File: src/rtl/ellpack_element_table_assert.svh
// ============================================================================
// ELLPACK element table assertion macros
// Shared property templates; the using module provides clk and rst_n.
// ============================================================================
`ifndef ELLPACK_ELEMENT_TABLE_ASSERT_SVH
`define ELLPACK_ELEMENT_TABLE_ASSERT_SVH

// Consequent must hold in the same cycle as the antecedent.
`define EET_ASSERT_SAME(label, ante, cons, msg) \
    label: assert property (@(posedge clk) disable iff (!rst_n) (ante) |-> (cons)) \
        else $error(msg);

// Consequent must hold in the cycle after the antecedent.
`define EET_ASSERT_NEXT(label, ante, cons, msg) \
    label: assert property (@(posedge clk) disable iff (!rst_n) (ante) |=> (cons)) \
        else $error(msg);

`endif

File: src/rtl/eet_pkg.sv
// ============================================================================
// eet_pkg
// Shared constants, types and codes of the ELLPACK element table.
// ============================================================================
`timescale 1ns / 1ps

package eet_pkg;

    // Table geometry.
    localparam int MAX_ROWS      = 1024;
    localparam int SLOTS_PER_ROW = 32;
    localparam int MAX_COLUMNS   = 1024;
    localparam int VALUE_BITS    = 32;

    localparam int ROW_BITS  = $clog2(MAX_ROWS);
    localparam int SLOT_BITS = $clog2(SLOTS_PER_ROW);
    localparam int COL_BITS  = $clog2(MAX_COLUMNS);
    localparam int DENS_BITS = $clog2(SLOTS_PER_ROW + 1);

    // Field widths of the stream words.
    localparam int ROW_IDX_BITS  = 10;
    localparam int COL_IDX_BITS  = 10;
    localparam int WVAL_BITS     = 32;
    localparam int RVAL_BITS     = 32;
    localparam int STATUS_BITS   = 2;
    localparam int CFG_BITS      = 11;
    localparam int CFG_IDX_BITS  = 1;

    localparam int IN_FIELD_BITS  = ROW_IDX_BITS + COL_IDX_BITS + WVAL_BITS;
    localparam int IN_DATA_BITS   = ((IN_FIELD_BITS + 7) / 8) * 8;
    localparam int OUT_FIELD_BITS = RVAL_BITS + 1 + SLOT_BITS + DENS_BITS;
    localparam int OUT_DATA_BITS  = ((OUT_FIELD_BITS + 7) / 8) * 8;

    // Register indexes and reset values.
    localparam logic [CFG_IDX_BITS-1:0] REG_ROW_COUNT    = 1'b0;
    localparam logic [CFG_IDX_BITS-1:0] REG_COLUMN_COUNT = 1'b1;
    localparam logic [CFG_BITS-1:0]     ROW_COUNT_RESET    = 11'd1024;
    localparam logic [CFG_BITS-1:0]     COLUMN_COUNT_RESET = 11'd1024;

    // Access modes.
    localparam logic MODE_READ  = 1'b0;
    localparam logic MODE_WRITE = 1'b1;

    // Result status codes.
    localparam logic [STATUS_BITS-1:0] STATUS_OK    = 2'd0;
    localparam logic [STATUS_BITS-1:0] STATUS_RANGE = 2'd1;
    localparam logic [STATUS_BITS-1:0] STATUS_FULL  = 2'd2;

    // One column tag: a valid bit and the column id.
    typedef struct packed {
        logic                valid;
        logic [COL_BITS-1:0] col;
    } tag_t;

    typedef tag_t [SLOTS_PER_ROW-1:0]                   tag_row_t;
    typedef logic [SLOTS_PER_ROW-1:0][VALUE_BITS-1:0]  value_row_t;

    // Single-slot write request shared by both memories.
    typedef struct packed {
        logic                 we;
        logic [ROW_BITS-1:0]  row;
        logic [SLOT_BITS-1:0] slot;
    } slot_wr_t;

    // Outcome of the slot scan of one row.
    typedef struct packed {
        logic                 found;  // a matching or empty slot exists
        logic                 hit;    // that slot holds the column
        logic [SLOT_BITS-1:0] slot;
    } match_t;

endpackage

File: src/rtl/eet_slot_match.sv
// ============================================================================
// eet_slot_match
// Parallel compare of all slots of a row and first-eligible-slot select.
// ============================================================================
`timescale 1ns / 1ps

module eet_slot_match
    import eet_pkg::*;
(
    input  tag_row_t            tags,
    input  logic [COL_BITS-1:0] col,
    output match_t              result
);

    logic [SLOTS_PER_ROW-1:0] elig;
    logic [SLOTS_PER_ROW-1:0] valid_vec;
    logic [SLOTS_PER_ROW-1:0] first;
    logic [SLOT_BITS-1:0]     slot_idx;

    // Slots fill from the bottom and are never freed, so the first slot
    // that is either empty or holds the column decides both reads and writes.
    always_comb
    begin
        for (int i = 0; i < SLOTS_PER_ROW; i++)
        begin
            valid_vec[i] = tags[i].valid;
            elig[i]      = !tags[i].valid || (tags[i].col == col);
        end
    end

    assign first = elig & (~elig + SLOTS_PER_ROW'(1));

    always_comb
    begin
        slot_idx = '0;
        for (int b = 0; b < SLOT_BITS; b++)
        begin
            for (int i = 0; i < SLOTS_PER_ROW; i++)
            begin
                if (((i >> b) & 1) == 1)
                begin
                    slot_idx[b] = slot_idx[b] | first[i];
                end
            end
        end
    end

    assign result.found = |elig;
    assign result.hit   = |(first & valid_vec);
    assign result.slot  = slot_idx;

endmodule

File: config.mk
export PLATFORM = sky130hd
export DESIGN_NAME = eet_slot_match
export DESIGN_NICKNAME = d
export VERILOG_FILES = /design/src/rtl/ellpack_element_table_assert.svh /design/src/rtl/eet_pkg.sv /design/src/rtl/eet_slot_match.sv
export SDC_FILE = /design/constraint.sdc
export NUM_CORES = 1
export LEC_CHECK = 0
export BUFFER_PORTS_ARGS = -buffer_cell sky130_fd_sc_hd__buf_2
export CAP_MARGIN = 25
export CORE_AREA = 3 3 141 143
export DETAILED_ROUTE_END_ITERATION = 16
export DIE_AREA = 0 0 144 146
export PLACE_DENSITY = 0.63
export RECOVER_POWER = 50
export SLEW_MARGIN = 20
export SYNTH_ARGS = -nofsm -noshare
export SYNTH_HDL_FRONTEND = slang
export SYNTH_SLANG_ARGS = --single-unit
export TNS_END_PERCENT = 1
File: constraint.sdc
create_clock -name vclk -period 6
set_input_delay 1.2 -clock vclk [all_inputs]
set_output_delay 1.2 -clock vclk [all_outputs]
set_load 0.005 [all_outputs]
# Word level (Yosys, flattened, before mapping)
# Cells that the tools add are included.
# classes
add_sub_neg	1
mul	0
n_div	0
order_cmp	0
n_eq_ne	32
shifts	0
muxes	0
bitwise	78
n_reduce_logical	66
# op_table
operator	n
$eq 10x10->1	32
$or 1x1->1	75
$and 32x32->32	2
$reduce_or 32->1	2
$add 32x1->32 const B	1
$logic_not 1->1	32
$logic_or 1x1->1	32
$not 32->32	1
# word_totals
register_bits	0
latchBits	0
mem_bits_rw	0
mem_bits_ro	0
inputBits	362
out_inout_bits	7
mem_count	0

# Depth between registers and ports, before layout
# Gate-level depths: netlist (run 1).
# logic_depth
depth_word	20
depth_mapped	12
ltp_nobuf	8

# Worst setup path after synthesis (run 1)
# No wires, ideal clock.
# synth_timing
path_kind	input to output
start	in col[1]
end	out result[5] (netlist bit)
arrival_ns	3.292
path_slack_ns	1.508
cell_stages	11
path_buffers	4
path_cell_list	buf_6 buf_12 buf_12 buf_6 xor2_1 o41ai_2 nor4b_1 and2_1 a32o_1 a2111oi_2 nand4_1
# synth_rtl
item	line_no	text
start, declared	eet_slot_match.sv:11	input logic [COL_BITS-1:0] col,
end, declared	eet_slot_match.sv:12	output match_t result

==> summary.txt, run 1 <==
STA
  • Setup_tns: 0 ns
  • Fmax: about 180 MHz
  • Slew Limit Fails: 0
  • Rel. slew slack: 39.96%
  • Setup violations, final: 0
  • Crit path time final: between 5 and 6 ns
  • Final worst-path cycle share: between 90 and 100%
  • RSZ-0062 raised after global routing: no
  • Least-Margin Pin Slew: 0.8930 ns
  • Fin. Hold Viols: 0

Logic synthesis
  • Post-synth top cells: xnor2_1, xor2_1, nand4_1
  • Post-Syn Instances: 648
  • Leading area contributor after synthesis: xnor2_1
  • Synth area leaders: xnor2_1, xor2_1, nand4_1, buf_6, nor4_1
  • Net Count, Synth: 1,010
  • Post-Syn Area: between 5000 and 6000 sq um
  • Synth unique cells: 60
  • Syn avg cell area: 7.926 sq um
  • Top-count cell post-synth: xnor2_1
  • Register area share after synthesis: 0%
  • Post-synth top area share: a little over a third
  • Synth warn: 0

Drt
  • Routed Antenna Nets: 0
  • Final wirelength: between 20,000 and 25,000 um
  • DRC Markers: 0
  • Drt pass-1 iters: 4
  • Vias per inst: 4.968
  • 1st-iter DRT viols: approximately 200
  • Vias: a little over 6k
  • Drt wl/cell: roughly 20 um

Floorplanning
  • Die Area: about 21,000 sq um
  • Die H: around 150 um
  • Starting Density: 27.46%
  • Die extent in x: 144 um
  • IO Pins: 369
  • Core footprint: 18,710 sq um
  • # rows: 50

Cells and area
  • Nets: around 1.4k
  • Area growth, synth to finish: 38.81%
  • Sequential cells: 0
  • Filler Cell Count: 1,985
  • Clock buffer count: 0
  • Design area: 7129 sq um
  • Area of the multi-input gates: 4653 sq um
  • Layout Utilization: a little under two fifths
  • Register area: 0 sq um
  • Share of post-route cells with drive strength above 1: roughly 42%

Power
  • VDD IR-drop max: between 0.06 and 0.07 mV
  • Pleak: roughly 3 nW
  • Power per Cell Area: 70.54 nW/um^2

Placed design
  • Dpl hpwl: ~22,000 um
  • Placed Area: approximately 7100 sq um
  • Gpl congestion: ~0.90
  • I/O Buffers: around 370

GRT
  • Total GRT Usage: 22.15%
  • Number of global-route vias before repair: between 6k and 7k
  • Largest net degree at the start of global routing: 33
  • GRT overflow: 0
  • Antenna violations before repair: 3
  • First-pass GRT wire length: ~36,000 um

Flow run
  • Max-cap violations: 0

Worst setup path
  • Worst-path fanout max: 14
  • CP Data Arrival Time: 4.42 ns
  • Worst EP required: 4.80 ns
  • Crit path kind: input port to primary output
  • Critical Path Start Type: input port
  • Crit end category: primary output

Hold path
  • Hold depth: 4
  • Worst Hold Class: input port to primary output
  • Min-delay src: tags[340]
  • WHS Endpoint: result[5]

Clock network
  • Cts hold-fix bufs: 0
  • Postcts setup bufs: 0
  • CTS resizes: 0

Outcome
  • Status: finished, final reports clean
metrics by stage:
stage                     power, mW  hold WS (ns)  setup WS, ns  cells
after floorplan              0.3010         2.562         1.508    648
after global placement       0.5001         2.804        0.6257   1242
after detailed placement     0.5043         2.811        0.6105   1242
after CTS                    0.5071         2.811        0.6032   1242
after global routing         0.5491         2.830        0.2346   1243
final                        0.5029         2.797        0.3799   1243
cell families after synthesis:
family	after synthesis	synth area share, %
and+or+nand+nor	195	23.07
xor gates and xnor gates	320	54.57
buffers and inverters	57	9.403
AOI/OAI and AO/OA	76	12.96
where the power goes:
group	internal [mW]	total (mW)	switching, mW
combinational	0.249	0.503	0.254
clock	0.0000000223	0.0000000223	0
sequential	0	0	0
worst max-delay path by stage:
stage                 from        end  slack (ns)  cells past startpoint
finish              col[0]  result[5]        0.38                     12
global route        col[1]  result[5]        0.23                     11
CTS                 col[0]  result[5]        0.60                     12
detailed placement  col[0]  result[5]        0.61                     12
global placement    col[9]  result[5]        0.63                     12
floorplan           col[1]  result[5]        1.51                     11
layout make-up:
| cell class | instances | share of cell area, % |
|---|---|---|
| Multi-Input combinational cell | 591 | 65.27 |
| Timing Repair Buffer | 400 | 29.69 |
| Tap cell | 234 | 4.107 |
| Inverter | 17 | 0.8951 |
| Antenna cell | 1 | 0.03510 |
layout by cell type, fill, tap and decap left out, types with 4 or more instances in the layout:
cell type  instances
nor3_1             9
buf_2            369
nand4_1           56
xor2_1           106
o21ai_0           11
o31ai_1            7
nor2_1            22
nor4_1            27
xnor2_1          214
buf_4             28
nand3_1           13
o41ai_1            6
a21oi_1            6
o41ai_2            6
nor4b_1            4
a211oi_1           4
o32ai_1            5
inv_1             17
nand2_1           31
layer usage:
metal  track usage (%)  part of all wire, %  up-vias
li1                  -                    -     3012
met1             27.42                   40     2818
met2             40.36                   50      300
met3             2.399                  7.1       41
met4             5.367                  2.7        4
met5                 0                 0.10        -
worst max-delay path, stage by stage:
cell and delay (ns):
buf_2 0.41, buf_4 0.31, buf_4 0.20, xnor2_1 0.08
nand4_1 0.10, o41ai_1 0.12, or4b_1 0.60, or2_1 0.26
nor4_1 0.63, a222oi_1 0.23, nand4_1 0.15, buf_2 0.12
Power figures use the tool's default switching activity.
==> run 2, diff against run 1 <==
--- a/config.mk
+++ b/config.mk
@@ -5,12 +5,13 @@
 export SDC_FILE = /design/constraint.sdc
 export NUM_CORES = 1
 export LEC_CHECK = 0
+export ABC_AREA = 1
 export BUFFER_PORTS_ARGS = -buffer_cell sky130_fd_sc_hd__buf_2
 export CAP_MARGIN = 25
-export CORE_AREA = 3 3 141 143
+export CORE_AREA = 3 3 142 144
 export DETAILED_ROUTE_END_ITERATION = 16
-export DIE_AREA = 0 0 144 146
-export PLACE_DENSITY = 0.63
+export DIE_AREA = 0 0 145 147
+export PLACE_DENSITY = 0.72
 export RECOVER_POWER = 50
 export SLEW_MARGIN = 20
 export SYNTH_ARGS = -nofsm -noshare
==> run 2 against run 1 <==
Net effect: cell count grew 63%; die area grew 1.4%; fmax grew 3.6%; synthesized cell count grew 120%; synthesized area grew 34%; critical path depth grew 4; combinational power grew 15%; first-iteration DRC count grew to 4.3 times the previous value; design area grew 22%; routed wire length grew 47%; sequential cell count is the same; critical endpoint is now result[2]; largest power group unchanged.
==> summary.txt, run 2 <==
Cells and area
  • Sequential cells: 0 (unchanged)
  • Most common cell after layout, fill and taps aside: nand2_1
  • Design area: 8675 sq um (+22%)
  • Register area: 0 sq um (unchanged)
  • Filler Cell Count: 2,145 (+8.1%)
  • Area of the multi-input gates: 5737 sq um (+23%)
  • Share of post-route cells with drive strength above 1: 24.76% (-17 points)
  • Nets: 2,129 (+55%)
  • Layout Utilization: 46.07% (+8.0 points)
  • Finished Layout Cells: 2,030 (+63%)
  • Clock buffer count: 0 (unchanged)
  • Most frequent cells in the layout: nand2_1, buf_2, nor2_1
  • Area growth, synth to finish: 25.78%

Worst setup path
  • Worst EP required: 4.80 ns (about the same)
  • Critical Path Start Type: input port
  • Crit path kind: input port to primary output
  • CP max stage cell: inv_2
  • Worst path most repeated cell: nor2_1
  • Worst-path fanout max: 47 (+33)
  • Worst path cell trace: clkbuf_2, inv_2, o22ai_1, nor2_1, nand2_1, o21ai_1, nor2_1, nand2_1, nor2_1, nand2_2, clkinv_2, nand2_1, nand3_1, nor2_1, nand4_1, buf_2
  • Worst path top cell family by delay: buffers and inverters
  • CP Data Arrival Time: 4.23 ns (-0.19 ns)
  • Buf/Inv on CP: 4 (unchanged)
  • Crit end category: primary output
  • Crit path largest cell delay: 0.74 ns (+0.11 ns)

Drt
  • 1st-iter DRT viols: 849 (+330%)
  • Vias per inst: 5.074 (+2.1%)
  • Vias: 10.30k (+67%)
  • Drt wl/cell: 17.92 um (-10%)
  • Drt pass-1 iters: 5 (+1)
  • Final wirelength: 36,380 um (+47%)
  • DRC Markers: 0 (unchanged)
  • Routed Antenna Nets: 0 (unchanged)

Logic synthesis
  • Register area share after synthesis: 0% (unchanged)
  • Synth area leaders: nand2_1, nor2_1, xor2_1, inv_1, xnor2_1
  • Top-count cell post-synth: nand2_1
  • Post-Syn Area: 6897 sq um (+34%)
  • Synth warn: 0 (unchanged)
  • Leading area contributor after synthesis: nand2_1
  • Synth unique cells: 39 (-35%)
  • Post-Syn Instances: 1,442 (+120%)
  • Syn avg cell area: 4.783 sq um (-40%)
  • Post-synth top area share: 29.99% (-6.5 points)
  • Post-synth top cells: nand2_1, nor2_1, inv_1
  • Net Count, Synth: 1,804 (+79%)

Hold path
  • Hold depth: 5 (+1)
  • WHS Endpoint: result[6]
  • Min-delay src: tags[351]
  • Worst Hold Class: input port to primary output

Floorplanning
  • Core footprint: 18,830 sq um (+0.67%)
  • Die extent in x: 145 um (+0.69%)
  • IO Pins: 369 (unchanged)
  • Starting Density: 36.62% (+9.2 points)
  • # rows: 50 (unchanged)
  • Die Area: 21,320 sq um (+1.4%)
  • Die H: 147 um (+0.68%)

Power
  • Pleak: 5.150 nW (+71%)
  • Power Total: 0.5777 mW (+15%)
  • Power per Cell Area: 66.60 nW/um^2 (-5.6%)
  • VDD IR-drop max: 0.06138 mV (-3.1%)

GRT
  • Number of global-route vias before repair: 9,790 (+54%)
  • GR Util met2: 59.91% (+20 points)
  • Met1 Usage GRT: 36.34% (+8.9 points)
  • Global route hottest layer: met2
  • First-pass GRT wire length: 53,620 um (+49%)
  • Antenna violations before repair: 4 (+1)
  • GRT overflow: 0 (unchanged)
  • Met3 Use GR: 4.688% (+2.3 points)
  • Largest net degree at the start of global routing: 48 (+45%)
  • Total GRT Usage: 31.88% (+9.7 points)

STA
  • Final worst-path cycle share: 90.46% (-3.2 points)
  • Crit path time final: 5.427 ns (-0.1927 ns)
  • Least-Margin Pin Slew: 0.8729 ns (-0.02006 ns)
  • Fin. Hold Viols: 0 (unchanged)
  • Slew Limit Fails: 0 (unchanged)
  • Hold Slack: 2.811 ns (+0.01409 ns)
  • Setup violations, final: 0 (unchanged)
  • Setup_tns: 0 ns (unchanged)
  • Rel. slew slack: 41.80% (+1.8 points)
  • Fmax: 184.2 MHz (+3.6%)
  • RSZ-0062 raised after global routing: no
  • Final WS setup: 0.5726 ns (+0.1927 ns)

Placed design
  • Placed Area: 8662 sq um (+21%)
  • Gpl congestion: 0.9817 (+9.1%)
  • Placed Cells: 2,025 (+63%)
  • Dpl ws: 0.6866 ns (+0.07605 ns)
  • I/O Buffers: 369 (unchanged)
  • Dpl hpwl: 29,990 um (+38%)

Clock network
  • Cts hold-fix bufs: 0 (unchanged)
  • CTS resizes: 0 (unchanged)
  • Postcts setup bufs: 0 (unchanged)

Outcome
  • Status: finished, final reports clean

Flow run
  • Max-cap violations: 0 (unchanged)
-- run 2: cell count changes in the layout (fill, tap and decap cells not counted), sizes merged, moves of 20 or more --
cell	delta
inv	+151
xnor2	-163
o21ai	+126
nand3	+58
nor2	+252
nor4	-30
buf	-20
xor2	-37
nand2	+530
nand4	-34
-- run 2: cell families (layout without fill, tap and decap cells) --
kind of cell / Yosys count / after routing / synth area share, %
other: 0 / 5 / 0
AND/OR/NAND/NOR: 941 / 941 / 55.95
AO/OA/AOI/OAI: 154 / 154 / 11.88
XOR/XNOR: 120 / 120 / 15.35
buffers and inverters: 227 / 550 / 16.82
-- run 2: worst max-delay path by stage --
stage / slack [ns] / endpoint / depth (start not counted) / start
floorplan: 1.98 / result[4] / 18 / col[2]
global placement: 0.69 / result[2] / 17 / col[0]
detailed placement: 0.69 / result[2] / 17 / col[0]
CTS: 0.67 / result[2] / 17 / col[0]
global route: 0.29 / result[5] / 20 / col[0]
finish: 0.57 / result[2] / 16 / col[0]
-- run 2: final cells by class --
type | instances | share of cell area [%]
timing repair buffer | 381 | 22.47
multi-input combinational | 1215 | 66.13
tap | 260 | 3.750
inverter | 169 | 7.500
antenna | 5 | 0.1442
-- run 2: where the power goes --
| part | total [mW] | internal (mW) | switching (mW) |
|---|---|---|---|
| sequential | 0 | 0 | 0 |
| combinational | 0.578 | 0.228 | 0.350 |
| clock | 0.0000000406 | 0.0000000406 | 0 |
| total | 0.578 | 0.228 | 0.350 |
-- run 2: per-layer routing --
metal,part of all wire (%),wire length (um)
met3,10,3662
met2,48,17620
met5,0.036,13
met4,4.9,1774
met1,37,13300
